File: src/rtl/glu_pkg.sv
// Shared constants, pipeline item types and step functions for the GCD/LCM unit.
package glu_pkg;

    localparam int OPERAND_WIDTH  = 16;
    localparam int FIELD_WIDTH    = 16;
    localparam int MULTIPLE_WIDTH = 32;
    localparam int SHIFT_WIDTH    = $clog2(OPERAND_WIDTH);
    localparam int GCD_STEPS      = 2 * OPERAND_WIDTH;
    localparam int DIV_STEPS      = OPERAND_WIDTH;

    typedef logic [OPERAND_WIDTH-1:0]   operand_t;
    typedef logic [2*OPERAND_WIDTH-1:0] product_t;

    typedef struct packed {
        operand_t               u;
        operand_t               v;
        logic [SHIFT_WIDTH-1:0] k;
        operand_t               a;
        operand_t               b;
    } gcd_state_t;

    typedef struct packed {
        operand_t rem;
        operand_t dq;
        operand_t g;
        operand_t b;
    } div_state_t;

    // One binary GCD step; holds once either value is zero.
    function automatic gcd_state_t gcd_step(gcd_state_t s);
        gcd_state_t n;
        n = s;
        if (s.u != '0 && s.v != '0) begin
            case ({s.u[0], s.v[0]})
                2'b00: begin
                    n.u = s.u >> 1;
                    n.v = s.v >> 1;
                    n.k = s.k + 1'b1;
                end
                2'b01: begin
                    n.u = s.u >> 1;
                end
                2'b10: begin
                    n.v = s.v >> 1;
                end
                default: begin
                    if (s.u >= s.v) begin
                        n.u = (s.u - s.v) >> 1;
                    end else begin
                        n.v = (s.v - s.u) >> 1;
                    end
                end
            endcase
        end
        return n;
    endfunction

    // One restoring division step: next quotient bit into dq.
    function automatic div_state_t div_step(div_state_t s);
        div_state_t             n;
        logic [OPERAND_WIDTH:0] trial;
        logic [OPERAND_WIDTH:0] diff;
        n     = s;
        trial = {s.rem, s.dq[OPERAND_WIDTH-1]};
        diff  = trial - {1'b0, s.g};
        if (trial >= {1'b0, s.g}) begin
            n.rem = diff[OPERAND_WIDTH-1:0];
            n.dq  = {s.dq[OPERAND_WIDTH-2:0], 1'b1};
        end else begin
            n.rem = trial[OPERAND_WIDTH-1:0];
            n.dq  = {s.dq[OPERAND_WIDTH-2:0], 1'b0};
        end
        return n;
    endfunction

endpackage

File: src/rtl/glu_div_pipe.sv
// Restoring divider pipeline: one quotient bit per register stage.
module glu_div_pipe (
    input  logic                aclk,
    input  logic                aresetn,
    input  logic                en,
    input  logic                in_valid,
    input  glu_pkg::div_state_t in_state,
    output logic                out_valid,
    output glu_pkg::div_state_t out_state
);

    logic                valid_reg [glu_pkg::DIV_STEPS];
    glu_pkg::div_state_t state_reg [glu_pkg::DIV_STEPS];

    for (genvar i = 0; i < glu_pkg::DIV_STEPS; i++) begin : g_stage
        logic                prev_valid;
        glu_pkg::div_state_t prev_state;
        glu_pkg::div_state_t state_next;

        if (i == 0) begin : g_first
            assign prev_valid = in_valid;
            assign prev_state = in_state;
        end else begin : g_rest
            assign prev_valid = valid_reg[i-1];
            assign prev_state = state_reg[i-1];
        end

        assign state_next = glu_pkg::div_step(prev_state);

        always_ff @(posedge aclk) begin
            if (!aresetn) begin
                valid_reg[i] <= 1'b0;
            end else if (en) begin
                valid_reg[i] <= prev_valid;
            end
        end

        always_ff @(posedge aclk) begin
            if (en) begin
                state_reg[i] <= state_next;
            end
        end
    end

    assign out_valid = valid_reg[glu_pkg::DIV_STEPS-1];
    assign out_state = state_reg[glu_pkg::DIV_STEPS-1];

`ifndef ASSERT_OFF
    // remainder stays below a nonzero divisor
    a_div_rem: assert property (@(posedge aclk) disable iff (!aresetn)
        (out_valid && out_state.g != '0) |-> (out_state.rem < out_state.g))
        else $error("divider remainder not below divisor");
`endif

endmodule

File: config.mk
export PLATFORM = sky130hd
export DESIGN_NAME = glu_div_pipe
export DESIGN_NICKNAME = d
export VERILOG_FILES = /design/src/rtl/glu_pkg.sv /design/src/rtl/glu_div_pipe.sv
export SDC_FILE = /design/constraint.sdc
export NUM_CORES = 1
export LEC_CHECK = 0
export ABC_CLOCK_PERIOD_IN_PS = 3800
export BUFFER_PORTS_ARGS = -buffer_cell sky130_fd_sc_hd__buf_2
export CORE_MARGIN = 2
export CORE_UTILIZATION = 40
export CTS_BUF_LIST = sky130_fd_sc_hd__clkbuf_4
export CTS_CLUSTER_DIAMETER = 80
export DETAILED_ROUTE_END_ITERATION = 8
export PLACE_DENSITY = 0.61
export SYNTH_ARGS = -nofsm -noshare
export SYNTH_HDL_FRONTEND = slang
export SYNTH_SLANG_ARGS = --single-unit
File: constraint.sdc
create_clock -name aclk -period 3.8 [get_ports aclk]
set_input_delay 0.76 -clock aclk [delete_from_list [all_inputs] [get_ports aclk]]
set_output_delay 0.76 -clock aclk [all_outputs]
set_load 0.03 [all_outputs]
* Yosys cells after proc, flatten, opt, wreduce, memory -nomap -nowiden
Memories as Yosys holds them, arrays and structs flattened.
Index checks and enable logic that the tools add are counted.
** Word-level totals
- Register bits :: 0
- Memory bits (writable) :: 1040
- Input bits :: 68
- Output and inout port bits :: 65
- Logic and storage cells :: 87
- Memories kept :: 2
** Cells by class
- Add/sub/neg operators :: 16
- Magnitude comparators :: 16
- Muxes and demuxes :: 37
- Bitwise operators :: 16
** Memory list
- state_reg :: depth 16, width 64, read ports 16, clocked after Yosys merged registers in 0, wr ports 16, RTL line glu_div_pipe.sv:13 : glu_pkg::div_state_t state_reg [glu_pkg::DIV_STEPS];
- valid_reg :: depth 16, width 1, read ports 16, clocked after Yosys merged registers in 0, wr ports 16, RTL line glu_div_pipe.sv:12 : logic valid_reg [glu_pkg::DIV_STEPS];
** Operator list (count)
- 32-bit two-way mux :: 16
- 17-bit by 16-bit >= comparator with 1-bit output :: 16
- 16-bit subtractor :: 16
- 1-bit two-way mux :: 21
- 1-bit OR :: 16

* Depth between registers and ports, before layout
- Depth in word-level cells :: 4
- Mapped depth :: 12
- Gate-level depth less buffers :: 11

* Worst setup path before layout
OpenSTA, ideal clock, no wires.
- Path type :: input-to-reg
- Start :: input in_state[17] (netlist name)
- End :: memory state_reg[0][56] (netlist name) (data pin)
- Setup time :: 0.260 ns
- Arrival :: 2.907 ns
- Slack :: 0.633 ns
- Stages on the path :: 11
- Cell sequence :: inv_1 -> ha_1 -> nor2b_1 -> o31a_1 -> o31a_1 -> nor2_1 -> a21oi_1 -> a2111oi_2 -> o21ai_2 -> buf_2 -> mux2_2
** RTL lines
- start: declaration :: RTL line glu_div_pipe.sv:7 : input glu_pkg::div_state_t in_state,
- end: declaration :: RTL line glu_div_pipe.sv:13

==> impl_metrics.yaml <==
cells_and_area:
  synthToLayoutAreaGrowth_pct: 14.95
  drive_gt1_share_pct: 20.65
  largest_reg_flops: 1024
  finalNetCount: 4114
  multi_input_area_mm2: 0.01432
  regArea_mm2: 0.03122
  fillCellCount: 10290
detailed_routing:
  vias: 27020
  via_per_inst: 4.918
  drt-total-wl_um: 78160
  route.detailed.drc: 0
  wl_per_cell_um: 14.23
  ant_nets: 0
  firstDrtPassIters: 7
  drt_iter0_markers: 1179
timing:
  setup_violations: 0
  worst_slew_pin_slew_ns: 1.152
  hold_viol: 0
  rsz0062_at_grt: "false"
  setup_slack_ns: 0.2762
  tns_ns: 0
  fin_worst_skew_ns: 0.08643
  slew_headroom_pct: 23.17
  max_freq_mhz: 283.8
  fin_crit_sh_pct: 92.73
  fin_crit_ns: 3.524
  finalMaxSlewViolations: 0
  hold_ws_ns: 0.3172
power:
  vdd.ir_drop.worst_v: 0.0003572
  leakage_uw: 0.02130
  pwr_density_cell_mw_per_mm2: 746.2
setup_path:
  reg2reg_slack_ns: 0.28
  cp.arrival_ns: 4.38
  timing.critical_path.slowest_stage_cell: "a211o_1"
  critPathRequiredTime_ns: 4.65
  crit_type: "flip-flop to flip-flop"
  path_cells: "inv_1 > ha_1 > nor2b_4 > o31a_1 > o21ai_2 > a21oi_2 > a311oi_4 > o221ai_1 > a211o_1 > mux2_4"
  r2r_cells: 10
  r2r-start: "state_reg[1][145]"
  cp_max_fo: 17
  cp-end-kind: "flip-flop"
  crit_path_max_incr_delay_ns: 0.66
  start_kind: "flip-flop"
  r2r_end: "state_reg[1][253]"
clock_network:
  clk_latency_ns: 1.17
  cts.clk_slew.worst_paths_ns: 0.06
  cts_resized: 0
  postCtsSetupBuffers: 0
  clk_path_buf_depth: 4
  cts_tree: "done"
  cts_root_buf: "clkbuf_4"
  htree_levels: 5
  numCtsBuffers: 301
  cts.sinks: 1040
global_routing:
  grt-ovfl-total: 0
  grt_max_degree: 121
  grt_pass1_wl_um: 128600
  track_usage_pct: 13.02
  antenna_found_initial: 2
  grt_pass1_vias: 28120
synthesis:
  syn_area_mm2: 0.04692
  synth-seq-cells: 1040
  synthDistinctLibCells: 81
  syn_inst: 3265
  postSynthAreaPerCell_um2: 14.37
  synthArstFlopShare_pct: 0
  synth_fp_nets: 3605
  synth_seq_area_share_pct: 66.54
  synth-edff-count: 1039
  dominantRegCellSynth: "edfxtp_1"
  synth_warnings: 0
placed_design:
  gp_congestion: 0.9083
  pre_cts_slack_ns: 0.08478
  numPortBuffers: 132
  dpl.hpwl_um: 53200
die:
  dieArea_mm2: 0.1201
  die_w_um: 346.5
  initial_utilization_pct: 40.38
  die_h_um: 346.5
  ios: 133
  coreArea_mm2: 0.1162
  rows: 125
status:
  status: "complete, no violations"
min_path:
  hp-class: "input port to flip-flop"
  min-delay-start: "in_state[45]"
  hold_path_end: "state_reg[0][46]"
  hold_depth: 2
flow_run:
  drv_cap: 0
==> layer usage <==
| layer | wire (um) | part of all wire (%) | up-vias | GRT usage, % |
|---|---|---|---|---|
| li1 | - | - | 13440 | - |
| met1 | 28840 | 37 | 12700 | 12.15 |
| met2 | 42460 | 54 | 603 | 24.89 |
| met3 | 3199 | 4.1 | 272 | 3.341 |
| met4 | 3668 | 4.7 | 0 | 8.315 |
| met5 | 0 | 0 | - | 0 |
==> cells by family after synthesis <==
group                    synth area share [%]
buffers and inverters                   2.984
flip-flops                              66.54
multiplexers                            4.819
adder cells (fa/ha/maj)                 7.509
XOR/XNOR                                3.192
AND/OR/NAND/NOR                         5.875
AO/OA/AOI/OAI                           9.083
==> where the power goes <==
group          switching (uW)  internal, uW
Clock                    4380          5160
Combinational            7510          6740
Sequential                868         15600
==> area by class of cell <==
class,instances,share of cell area [%]
well taps,1524,3.535
flip-flops and latches,1040,57.88
clock inverters,66,0.5173
multi-input cells,1868,26.55
diodes,8,0.03712
inverters,319,2.220
repair buffers,244,3.345
clock buffers,425,5.916
==> cells in the mapped netlist (all sizes together) (8+ instances only) <==
cell	n	area, um^2
nand2	122	457.9
and4	10	87.58
nand4	27	168.9
nand3	33	165.2
a31oi	15	93.84
edfxtp	1039	31200
and3	35	219.0
mux2i	26	260.3
xor2	53	464.2
ha	256	3203
nor4	8	50.05
nor2b	45	289.0
and2	12	75.07
o21ai	140	711.9
a21boi	12	93.84
buf	19	131.4
inv	319	1197
nand2b	27	168.9
nor2	178	668.1
o211ai	14	105.1
o21bai	10	75.07
a21oi	217	1090
a21o	64	480.5
o21a	55	412.9
o31ai	15	127.6
a211o	9	78.83
clkbuf	19	71.32
o31a	17	148.9
nor3	37	185.2
fa	16	320.3
a211oi	27	212.7
or3	8	50.05
mux2	173	2001
xnor2	118	1033
==> cell usage in the layout, fill, tap and decap left out, types with 14 or more instances in the layout <==
master         netlist  layout
nand4_1             27      27
nor3_1              37      37
a21o_1              64      64
fa_1                16      16
o31a_1              17      17
dlygate4sd3_1        0      67
mux2_4              14      14
nor2b_1             44      44
a211oi_1            25      25
buf_2               11     131
buf_4                2      35
clkinv_1             0      54
ha_1               256     256
mux2_2             156     156
a21oi_1            216     215
o21ai_0            131     131
inv_1              319     319
o211ai_1            14      14
nand2b_1            27      27
clkbuf_4             0     425
a31oi_1             15      14
nand3_1             33      33
and3_1              35      35
o21a_1              55      55
edfxtp_1          1039    1039
nor2_1             178     178
mux2i_1             26      26
xor2_1              53      53
nand2_1            122     122
xnor2_1            118     118
==> metrics by stage <==
| step | instances | area (um^2) | total power, uW | util [%] |
|---|---|---|---|---|
| 2_1_floorplan | 3265 | 46920 | 27600 | - |
| 3_3_place_gp | 4928 | 49780 | 30440 | 42.83 |
| 3_5_place_dp | 4928 | 49780 | 30760 | 42.83 |
| 4_1_cts | 5486 | 53920 | 40790 | 46.40 |
| 5_1_grt | 5494 | 53940 | 43110 | 46.41 |
| 6_report | 5494 | 53940 | 40240 | 46.41 |
==> worst max-delay path by stage <==
stage	endpoint	from
floorplan	state_reg[0][56]	in_state[17]
global placement	state_reg[0][53]	in_state[21]
detailed placement	state_reg[0][61]	in_state[21]
CTS	state_reg[1][250]	state_reg[1][145]
global route	state_reg[1][381]	state_reg[1][273]
finish	state_reg[1][253]	state_reg[1][145]
==> worst max-delay path: cells and delay by family (launching register included) <==
family | cells | cell delay (ns)
multiplexers | 1 | 0.42
AND/OR/NAND/NOR | 1 | 0.15
buffers and inverters | 1 | 0.06
AO/OA/AOI/OAI | 6 | 1.85
adder cells (fa/ha/maj) | 1 | 0.36
flip-flops | 1 | 0.40
==> what timing repair did <==
action,in CTS,in global routing
hold buffers,67,0
hold endpoints to repair,97,0
endpoints found under the setup margin,0,0
Power figures use the tool's default switching activity.
